File: config.mk
export PLATFORM = sky130hd
export DESIGN_NAME = ack_retry_tracker_core
export DESIGN_NICKNAME = d
export VERILOG_FILES = /design/src/design/art_pkg.sv /design/src/design/art_ctrl.sv /design/src/design/art_dp.sv /design/src/design/ack_retry_tracker_core.sv
export SDC_FILE = /design/constraint.sdc
export NUM_CORES = 2
export LEC_CHECK = 0
export BUFFER_PORTS_ARGS = -buffer_cell sky130_fd_sc_hd__buf_2
export CAP_MARGIN = 20
export CORE_MARGIN = 5
export CORE_UTILIZATION = 45
export DETAILED_ROUTE_END_ITERATION = 16
export HOLD_SLACK_MARGIN = 0.05
export MAX_ROUTING_LAYER = met4
export PLACE_DENSITY = 0.74
export SLEW_MARGIN = 40
export SYNTH_ARGS = -nofsm -noshare
export SYNTH_HDL_FRONTEND = slang
export SYNTH_SLANG_ARGS = --single-unit
File: constraint.sdc
create_clock -name i_clk -period 36.4 [get_ports i_clk]
set_input_delay 7.28 -clock i_clk [delete_from_list [all_inputs] [get_ports i_clk]]
set_output_delay 7.28 -clock i_clk [all_outputs]
set_load 0.02 [all_outputs]
File: src/design/art_pkg.sv
// Shared types, constants and codes for the ACK retry tracker.
package art_pkg;

    localparam int SLOTS_DEF = 8;

    localparam int ADDR_W   = 3;
    localparam int DATA_W   = 32;
    localparam int MID_W    = 16;
    localparam int FRAG_W   = 8;
    localparam int CALL_W   = 56;
    localparam int HANDLE_W = 8;
    localparam int RETRY_W  = 8;
    localparam int TIME_W   = 32;
    localparam int CNT_W    = 32;
    localparam int PLEN_W   = 8;

    localparam logic [TIME_W-1:0]  TIMEOUT_RESET     = 32'd5000;
    localparam logic [RETRY_W-1:0] MAX_RETRIES_RESET = 8'd3;
    localparam logic [PLEN_W-1:0]  MIN_ACK_PAYLOAD   = 8'd3;

    typedef enum logic [1:0] {
        ACT_TRACK = 2'd0,
        ACT_ACK   = 2'd1,
        ACT_POLL  = 2'd2,
        ACT_CLEAR = 2'd3
    } t_action;

    typedef enum logic {
        REG_TIMEOUT     = 1'b0,
        REG_MAX_RETRIES = 1'b1
    } t_reg_idx;

    typedef enum logic [1:0] {
        ST_IDLE,
        ST_SCAN,
        ST_OUT
    } t_state;

    typedef struct packed {
        logic load;
        logic scan;
    } t_dp_cmd;

    typedef struct packed {
        logic done;
    } t_dp_status;

    typedef struct packed {
        logic [MID_W-1:0]    message_id;
        logic [FRAG_W-1:0]   fragment;
        logic [CALL_W-1:0]   destination;
        logic [HANDLE_W-1:0] handle;
        logic [RETRY_W-1:0]  retries;
        logic [TIME_W-1:0]   last_send;
    } t_entry;

endpackage

File: src/design/art_ctrl.sv
// Controller state machine that sequences load, slot scan and result delivery.
module art_ctrl import art_pkg::*; (
    input  logic       i_clk,
    input  logic       i_rst_n,
    input  logic       i_valid,
    input  logic       i_stall,
    input  t_dp_status i_status,
    output t_dp_cmd    o_cmd,
    output logic       o_stall,
    output logic       o_valid
);

    t_state r_state;
    t_state n_state;

    always_ff @(posedge i_clk) begin
        if (!i_rst_n) begin
            r_state <= ST_IDLE;
        end else begin
            r_state <= n_state;
        end
    end

    always_comb begin
        n_state  = r_state;
        o_cmd    = '0;
        o_stall  = 1'b1;
        o_valid  = 1'b0;
        case (r_state)
            ST_IDLE: begin
                o_stall = 1'b0;
                if (i_valid) begin
                    o_cmd.load = 1'b1;
                    n_state    = ST_SCAN;
                end
            end
            ST_SCAN: begin
                o_cmd.scan = 1'b1;
                if (i_status.done) begin
                    n_state = ST_OUT;
                end
            end
            ST_OUT: begin
                o_valid = 1'b1;
                if (!i_stall) begin
                    n_state = ST_IDLE;
                end
            end
            default: begin
                n_state = ST_IDLE;
            end
        endcase
    end

endmodule

File: src/design/art_dp.sv
// Datapath with the slot table, the one-slot-per-cycle scan and the result registers.
module art_dp import art_pkg::*; #(
    parameter int SLOTS = SLOTS_DEF
) (
    input  logic                i_clk,
    input  logic                i_rst_n,
    input  t_dp_cmd             i_cmd,
    output t_dp_status          o_status,
    input  logic [1:0]          i_action,
    input  logic [TIME_W-1:0]   i_now_ms,
    input  logic [MID_W-1:0]    i_message_id,
    input  logic [FRAG_W-1:0]   i_fragment_index,
    input  logic [CALL_W-1:0]   i_callsign,
    input  logic [HANDLE_W-1:0] i_packet_handle,
    input  logic                i_is_ack_type,
    input  logic [PLEN_W-1:0]   i_payload_length,
    input  logic [MID_W-1:0]    i_acked_id,
    input  logic [FRAG_W-1:0]   i_acked_fragment,
    input  logic [TIME_W-1:0]   i_timeout,
    input  logic [RETRY_W-1:0]  i_max_retries,
    output logic                o_ok,
    output logic                o_gave_up,
    output logic [HANDLE_W-1:0] o_retry_handle,
    output logic [MID_W-1:0]    o_retry_message_id,
    output logic [FRAG_W-1:0]   o_retry_fragment,
    output logic [CALL_W-1:0]   o_retry_destination,
    output logic [CNT_W-1:0]    o_total_retries,
    output logic [CNT_W-1:0]    o_total_failures
);

    localparam int IW = (SLOTS > 1) ? $clog2(SLOTS) : 1;
    localparam int CW = $clog2(SLOTS + 1);
    localparam logic [CW-1:0] SLOT_CNT = CW'(SLOTS);
    localparam logic [IW-1:0] LAST_IDX = IW'(SLOTS - 1);

    t_entry r_mem [SLOTS];
    t_entry r_rd;
    t_entry wr_entry;

    logic [SLOTS-1:0]    r_active;
    logic [CW-1:0]       r_idx;
    logic [IW-1:0]       r_ev_idx;
    logic                r_ev_vld;

    t_action             r_action;
    logic [TIME_W-1:0]   r_now;
    logic [MID_W-1:0]    r_mid;
    logic [FRAG_W-1:0]   r_frag;
    logic [CALL_W-1:0]   r_call;
    logic [HANDLE_W-1:0] r_handle;
    logic                r_ack_ok;
    logic [MID_W-1:0]    r_aid;
    logic [FRAG_W-1:0]   r_afrag;

    logic                r_ok;
    logic                r_gave;
    logic [HANDLE_W-1:0] r_rh;
    logic [MID_W-1:0]    r_rid;
    logic [FRAG_W-1:0]   r_rfr;
    logic [CALL_W-1:0]   r_rdst;
    logic [CNT_W-1:0]    r_retry_cnt;
    logic [CNT_W-1:0]    r_fail_cnt;

    logic                ev_act;
    logic [TIME_W-1:0]   elapsed;
    logic                due;
    logic                give;
    logic                hit;
    logic                stop;
    logic                ev_hit;
    logic                done;
    logic                issue;
    logic                mem_we;

    always_comb begin
        ev_act  = r_active[r_ev_idx];
        elapsed = r_now - r_rd.last_send;
        due     = (elapsed >= i_timeout);
        give    = (r_rd.retries >= i_max_retries);
        hit     = 1'b0;
        stop    = 1'b0;
        case (r_action)
            ACT_TRACK: begin
                hit  = !ev_act;
                stop = hit;
            end
            ACT_ACK: begin
                hit = ev_act && r_ack_ok && (r_rd.message_id == r_aid) &&
                      (r_rd.fragment == r_afrag) && (r_rd.destination == r_call);
            end
            ACT_POLL: begin
                hit  = ev_act && due;
                stop = hit;
            end
            ACT_CLEAR: begin
                hit = ev_act && (r_rd.message_id == r_mid) &&
                      (r_rd.destination == r_call);
            end
            default: begin
                hit = 1'b0;
            end
        endcase
        ev_hit = r_ev_vld && hit;
        done   = r_ev_vld && (stop || (r_ev_idx == LAST_IDX));
        issue  = i_cmd.scan && !done && (r_idx < SLOT_CNT);
        mem_we = ev_hit && ((r_action == ACT_TRACK) || ((r_action == ACT_POLL) && !give));

        wr_entry = r_rd;
        if (r_action == ACT_TRACK) begin
            wr_entry.message_id  = r_mid;
            wr_entry.fragment    = r_frag;
            wr_entry.destination = r_call;
            wr_entry.handle      = r_handle;
            wr_entry.retries     = '0;
            wr_entry.last_send   = r_now;
        end else begin
            wr_entry.retries   = r_rd.retries + RETRY_W'(1);
            wr_entry.last_send = r_now;
        end
    end

    assign o_status.done = done;

    always_ff @(posedge i_clk) begin
        if (mem_we) begin
            r_mem[r_ev_idx] <= wr_entry;
        end
        if (issue) begin
            r_rd <= r_mem[r_idx[IW-1:0]];
        end
    end

    always_ff @(posedge i_clk) begin
        if (i_cmd.load) begin
            r_action <= t_action'(i_action);
            r_now    <= i_now_ms;
            r_mid    <= i_message_id;
            r_frag   <= i_fragment_index;
            r_call   <= i_callsign;
            r_handle <= i_packet_handle;
            r_ack_ok <= i_is_ack_type && (i_payload_length >= MIN_ACK_PAYLOAD);
            r_aid    <= i_acked_id;
            r_afrag  <= i_acked_fragment;
        end
        if (issue) begin
            r_ev_idx <= r_idx[IW-1:0];
        end
    end

    always_ff @(posedge i_clk) begin
        if (!i_rst_n) begin
            r_active    <= '0;
            r_idx       <= '0;
            r_ev_vld    <= 1'b0;
            r_ok        <= 1'b0;
            r_gave      <= 1'b0;
            r_rh        <= '0;
            r_rid       <= '0;
            r_rfr       <= '0;
            r_rdst      <= '0;
            r_retry_cnt <= '0;
            r_fail_cnt  <= '0;
        end else begin
            r_ev_vld <= issue;
            if (i_cmd.load) begin
                r_idx  <= '0;
                r_ok   <= 1'b0;
                r_gave <= 1'b0;
                r_rh   <= '0;
                r_rid  <= '0;
                r_rfr  <= '0;
                r_rdst <= '0;
            end else if (issue) begin
                r_idx <= r_idx + CW'(1);
            end
            if (ev_hit) begin
                case (r_action)
                    ACT_TRACK: begin
                        r_active[r_ev_idx] <= 1'b1;
                        r_ok               <= 1'b1;
                    end
                    ACT_POLL: begin
                        if (give) begin
                            r_active[r_ev_idx] <= 1'b0;
                            r_gave             <= 1'b1;
                            r_fail_cnt         <= r_fail_cnt + CNT_W'(1);
                        end else begin
                            r_ok        <= 1'b1;
                            r_rh        <= r_rd.handle;
                            r_rid       <= r_rd.message_id;
                            r_rfr       <= r_rd.fragment;
                            r_rdst      <= r_rd.destination;
                            r_retry_cnt <= r_retry_cnt + CNT_W'(1);
                        end
                    end
                    ACT_ACK: begin
                        r_active[r_ev_idx] <= 1'b0;
                        r_ok               <= 1'b1;
                    end
                    ACT_CLEAR: begin
                        r_active[r_ev_idx] <= 1'b0;
                    end
                    default: begin
                        r_ok <= r_ok;
                    end
                endcase
            end
        end
    end

    assign o_ok                = r_ok;
    assign o_gave_up           = r_gave;
    assign o_retry_handle      = r_rh;
    assign o_retry_message_id  = r_rid;
    assign o_retry_fragment    = r_rfr;
    assign o_retry_destination = r_rdst;
    assign o_total_retries     = r_retry_cnt;
    assign o_total_failures    = r_fail_cnt;

endmodule

File: src/design/ack_retry_tracker_core.sv
// Top level of the ACK retry tracker: configuration registers, controller and datapath.
// Track and poll end early at the first free or due slot; acknowledge and clear visit all slots.
// The slot table is read one entry per cycle through a single registered read port.
// Only one beat is in flight: a new beat is taken only after the result of the last one is accepted.
// Synchronous reset clears all slots, both counters and loads the register defaults.
module ack_retry_tracker_core import art_pkg::*; #(
    parameter int SLOTS = SLOTS_DEF
) (
    input  logic                i_clk,
    input  logic                i_rst_n,
    input  logic                i_valid,
    output logic                o_stall,
    input  logic [1:0]          i_action,
    input  logic [TIME_W-1:0]   i_now_ms,
    input  logic [MID_W-1:0]    i_message_id,
    input  logic [FRAG_W-1:0]   i_fragment_index,
    input  logic [CALL_W-1:0]   i_callsign,
    input  logic [HANDLE_W-1:0] i_packet_handle,
    input  logic                i_is_ack_type,
    input  logic [PLEN_W-1:0]   i_payload_length,
    input  logic [MID_W-1:0]    i_acked_id,
    input  logic [FRAG_W-1:0]   i_acked_fragment,
    output logic                o_valid,
    input  logic                i_stall,
    output logic                o_ok,
    output logic                o_gave_up,
    output logic [HANDLE_W-1:0] o_retry_handle,
    output logic [MID_W-1:0]    o_retry_message_id,
    output logic [FRAG_W-1:0]   o_retry_fragment,
    output logic [CALL_W-1:0]   o_retry_destination,
    output logic [CNT_W-1:0]    o_total_retries,
    output logic [CNT_W-1:0]    o_total_failures,
    input  logic                psel,
    input  logic                penable,
    input  logic                pwrite,
    input  logic [ADDR_W-1:0]   paddr,
    input  logic [DATA_W-1:0]   pwdata,
    output logic [DATA_W-1:0]   prdata,
    output logic                pready
);

    logic [TIME_W-1:0]  r_timeout;
    logic [RETRY_W-1:0] r_max_retries;
    t_reg_idx           reg_idx;
    logic               cfg_wr;
    t_dp_cmd            dp_cmd;
    t_dp_status         dp_status;

    assign pready  = 1'b1;
    assign reg_idx = t_reg_idx'(paddr[2]);
    assign cfg_wr  = psel && penable && pwrite && pready;

    always_ff @(posedge i_clk) begin
        if (!i_rst_n) begin
            r_timeout     <= TIMEOUT_RESET;
            r_max_retries <= MAX_RETRIES_RESET;
        end else if (cfg_wr) begin
            case (reg_idx)
                REG_TIMEOUT:     r_timeout     <= pwdata;
                REG_MAX_RETRIES: r_max_retries <= pwdata[RETRY_W-1:0];
                default:         r_timeout     <= r_timeout;
            endcase
        end
    end

    always_comb begin
        case (reg_idx)
            REG_TIMEOUT:     prdata = r_timeout;
            REG_MAX_RETRIES: prdata = {{(DATA_W-RETRY_W){1'b0}}, r_max_retries};
            default:         prdata = '0;
        endcase
    end

    art_ctrl u_ctrl (
        .i_clk    (i_clk),
        .i_rst_n  (i_rst_n),
        .i_valid  (i_valid),
        .i_stall  (i_stall),
        .i_status (dp_status),
        .o_cmd    (dp_cmd),
        .o_stall  (o_stall),
        .o_valid  (o_valid)
    );

    art_dp #(
        .SLOTS (SLOTS)
    ) u_dp (
        .i_clk               (i_clk),
        .i_rst_n             (i_rst_n),
        .i_cmd               (dp_cmd),
        .o_status            (dp_status),
        .i_action            (i_action),
        .i_now_ms            (i_now_ms),
        .i_message_id        (i_message_id),
        .i_fragment_index    (i_fragment_index),
        .i_callsign          (i_callsign),
        .i_packet_handle     (i_packet_handle),
        .i_is_ack_type       (i_is_ack_type),
        .i_payload_length    (i_payload_length),
        .i_acked_id          (i_acked_id),
        .i_acked_fragment    (i_acked_fragment),
        .i_timeout           (r_timeout),
        .i_max_retries       (r_max_retries),
        .o_ok                (o_ok),
        .o_gave_up           (o_gave_up),
        .o_retry_handle      (o_retry_handle),
        .o_retry_message_id  (o_retry_message_id),
        .o_retry_fragment    (o_retry_fragment),
        .o_retry_destination (o_retry_destination),
        .o_total_retries     (o_total_retries),
        .o_total_failures    (o_total_failures)
    );

    a_no_accept_while_result: assert property (@(posedge i_clk) disable iff (!i_rst_n)
        o_valid |-> o_stall)
        else $error("input beat could be accepted while a result is pending");

    a_ok_excludes_gave_up: assert property (@(posedge i_clk) disable iff (!i_rst_n)
        o_valid |-> !(o_ok && o_gave_up))
        else $error("result reports both a retry and an abandoned frame");

    a_retry_fields_zero: assert property (@(posedge i_clk) disable iff (!i_rst_n)
        (o_valid && !o_ok) |-> (o_retry_handle == '0 && o_retry_message_id == '0 &&
                                o_retry_fragment == '0 && o_retry_destination == '0))
        else $error("retry fields are nonzero on a result without a retry");

    a_failures_only_on_give_up: assert property (@(posedge i_clk) disable iff (!i_rst_n)
        $rose(o_valid) && !o_gave_up |-> $stable(o_total_failures))
        else $error("failure count moved without an abandoned frame");

endmodule

==> reports/qor.txt <==
Outcome: finished, final reports clean
Final hold vios: 0
First DRT Iteration DRCs: 3695
Seq cells post-synth: 1511
F_max: 64.6 MHz
Clock latency on the worst-skew pair: 770 ps
Synth unique cells: 68
Clock Tree Root: clkbuf_16
Setup Buffers After CTS: 0
Avg Cell Area, Syn: 16.5 µm²
Fraction of final layout cells sized beyond drive strength 1: 26.3%
WP data required: 29120 ps
IO Count: 386
Mapped Area: 60500 µm²
GP Congestion: 0.820
Worst-Margin Slew: 861 ps
Syn. warnings: 0
Fill cells: 10500
DP Wirelength: 88.6 mm
Primary FF master, synth: edfxtp_1
ANT nets after route: 0
Final Critical Period: 15490 ps
Initial Util: 45.3%
Slew Limit Headroom: 42.6%
Worst-path clk slew: 60 ps
Crit path launch type: input port
Post-CTS Hold Fix Bufs: 0
Worst Setup End Kind: output pin
Die height: 377 µm
Total grt overflow: 0
Syn-to-layout area delta: 15.4%
CTS buffer count: 156
RSZ-0062 raised after global routing: false
All-Layer GR Usage: 21.5%
Drc violations: 0
Max IR drop VDD: 0.0407 mV
# Max-Cap Violations: 0
Setup CP Type: input port to output pin
Number of port buffers: 382
Worst hold-check path type: register to register
DRT Pass-1 Iters: 5
Final worst path period share: 42.5%
PwrDens: 53.9 nW/µm²
Die Wd: 377 µm
Layout net count: 4345
Clock Sinks: 1511
Post-synth EDFFs: 1302
Leakage: 23.4 nW
Final setup viols: 0
First-pass GRT wire length: 223 mm
Setup TNS: 0 ps
Max-slew violations: 0
Most frequent CP cell: buf_2
DRT Wirelength: 151 mm
Max stage delay on crit path: 250 ps
Core box area: 134000 µm²
Seq/Total Area, Yosys: 71.5%
Initial antenna violation count: 10
H-tree levels: 4
Vias in the first global route: 34700
Crit path cell chain: buf_2 > buf_12 > nand2_1 > o21ai_0 > buf_2
Number of vias per cell: 5.81
CTS tree: yes
Crit Path Max Fanout: 34
Via count: 34700
CP arrival: 8210 ps
Finished Cell Area: 69800 µm²
Slowest CP cell: buf_2
WL/cell: 25.2 µm
Clk buf depth: 3
Post-synthesis net count: 3945
DP Area: 64600 µm²
Clock skew: 25.5 ps
Async set or reset register ratio after synthesis: 0%
Post-Synthesis Cells: 3672
DIE AREA: 142000 µm²
Cts repair resizes: 0
Pin count of the biggest net entering global routing: 92
Site Rows: 134
==> cell usage in the layout, fill, tap and decap left out, types with 39 or more instances in the layout <==
cell type and n:
edfxtp_1 1302, mux2_2 129, nand2_1 396, nor2_1 76, xnor2_1 114, nand3_1 127
inv_1 101, ha_1 75, buf_2 381, nand4_1 136, nand2b_1 39, a21oi_1 178
mux4_2 258, dfxtp_1 205, clkbuf_16 162
==> worst paths after layout <==
kind | start | cells past startpoint | slack (ps) | end
max | paddr[2] | 5 | 20910 | prdata[6]
min reg2reg | u_dp.o_gave_up | 2 | 450 | u_dp.o_gave_up
min | u_dp.o_gave_up | 2 | 450 | u_dp.o_gave_up
max reg2reg | u_dp.r_now[0] | 24 | 28110 | u_dp.r_mem[4][24]
==> synthesized netlist by cell type (7+ instances only) <==
master / count / area, µm²
edfxtp_1: 1302 / 39100
nand2_1: 397 / 1490
mux4_2: 258 / 5810
dfxtp_1: 209 / 4180
a21oi_1: 178 / 891
clkbuf_1: 150 / 563
nand4_1: 136 / 851
mux2_2: 129 / 1450
nand3_1: 127 / 636
xnor2_1: 114 / 998
inv_1: 102 / 383
nor2_1: 82 / 308
ha_1: 75 / 938
nand2b_1: 39 / 244
buf_1: 38 / 143
o21ai_0: 35 / 175
a21o_1: 24 / 180
mux2i_1: 24 / 240
xor2_1: 22 / 193
nor4_1: 18 / 113
o41ai_1: 17 / 149
or4_1: 17 / 128
and3_1: 15 / 93.8
o31ai_1: 15 / 113
nor3_1: 14 / 70.1
o211ai_1: 12 / 90.1
o311ai_0: 12 / 105
buf_2: 11 / 55.1
o21bai_1: 9 / 67.6
or3_1: 8 / 50.1
or2_2: 7 / 43.8
==> critical path: cells and delay by family <==
kind,cells,cell delay [ps]
buffers and inverters,3,710
AO/OA/AOI/OAI,1,130
AND/OR/NAND/NOR,1,60
==> through the flow <==
stage | hold slack [ps] | utilization [%] | power [W] | setup slack [ps] | instances
after floorplan | 406 | - | 0.00213 | 11120 | 3672
after global placement | 440 | 48.2 | 0.00220 | 20690 | 5674
after detailed placement | 445 | 48.4 | 0.00221 | 20660 | 5679
after CTS | 453 | 52.2 | 0.00379 | 20660 | 5968
after global routing | 467 | 52.3 | 0.00389 | 20830 | 5976
final | 451 | 52.3 | 0.00376 | 20910 | 5979
==> power by group <==
| group | internal (W) | switching [W] |
|---|---|---|
| registers | 0.00192 | 0.0000268 |
| logic | 0.0000864 | 0.000142 |
| clock network | 0.000911 | 0.000675 |
==> kinds of logic (layout without fill, tap and decap cells) <==
logic type,Yosys count,in the layout,synth area share [%]
buf+inv,306,837,1.96
fa+ha+maj,76,76,1.58
flops,1511,1511,71.5
other cells,1,9,0.00619
compound gates,350,350,3.63
simple gates,881,881,6.95
mux,411,411,12.4
xor+xnor,136,136,1.97
==> sequential cells by signal, summed over array words and instances, names as in the netlist, 3 cells and up, named ones only <==
name and count:
r_timeout 32, u_dp.r_ev_idx 3, u_dp.r_rd 128, u_dp.r_afrag 8
u_dp.o_retry_destination 56, u_dp.r_idx 4, u_dp.r_call 56, u_dp.o_retry_handle 8
u_dp.o_retry_message_id 16, u_dp.r_mid 16, r_max_retries 8, u_dp.r_handle 8
u_dp.o_retry_fragment 8, u_dp.r_aid 16, u_dp.r_mem 1024, u_dp.r_now 32
u_dp.o_total_retries 32, u_dp.r_frag 8, u_dp.o_total_failures 32
==> area by class of cell <==
type / count / area (µm²) / area share (%)
diodes: 8 / 20.0 / 0.0287
clock buffers: 201 / 4280 / 6.13
clock inverters: 88 / 838 / 1.20
inverters: 103 / 404 / 0.579
multi-input cells: 1855 / 16200 / 23.2
flip-flops and latches: 1511 / 43300 / 62.0
well taps: 1768 / 2210 / 3.17
repair buffers: 445 / 2610 / 3.73
==> metal layers <==
| metal | vias up | GRT usage (%) | wire length [µm] |
|---|---|---|---|
| li1 | 15100 | - | - |
| met1 | 17800 | 28.7 | 59900 |
| met2 | 1575 | 33.7 | 72500 |
| met3 | 244 | 4.40 | 13900 |
| met4 | 0 | 6.69 | 4360 |
| met5 | - | - | 0 |
(Power assumes the default switching activity.)
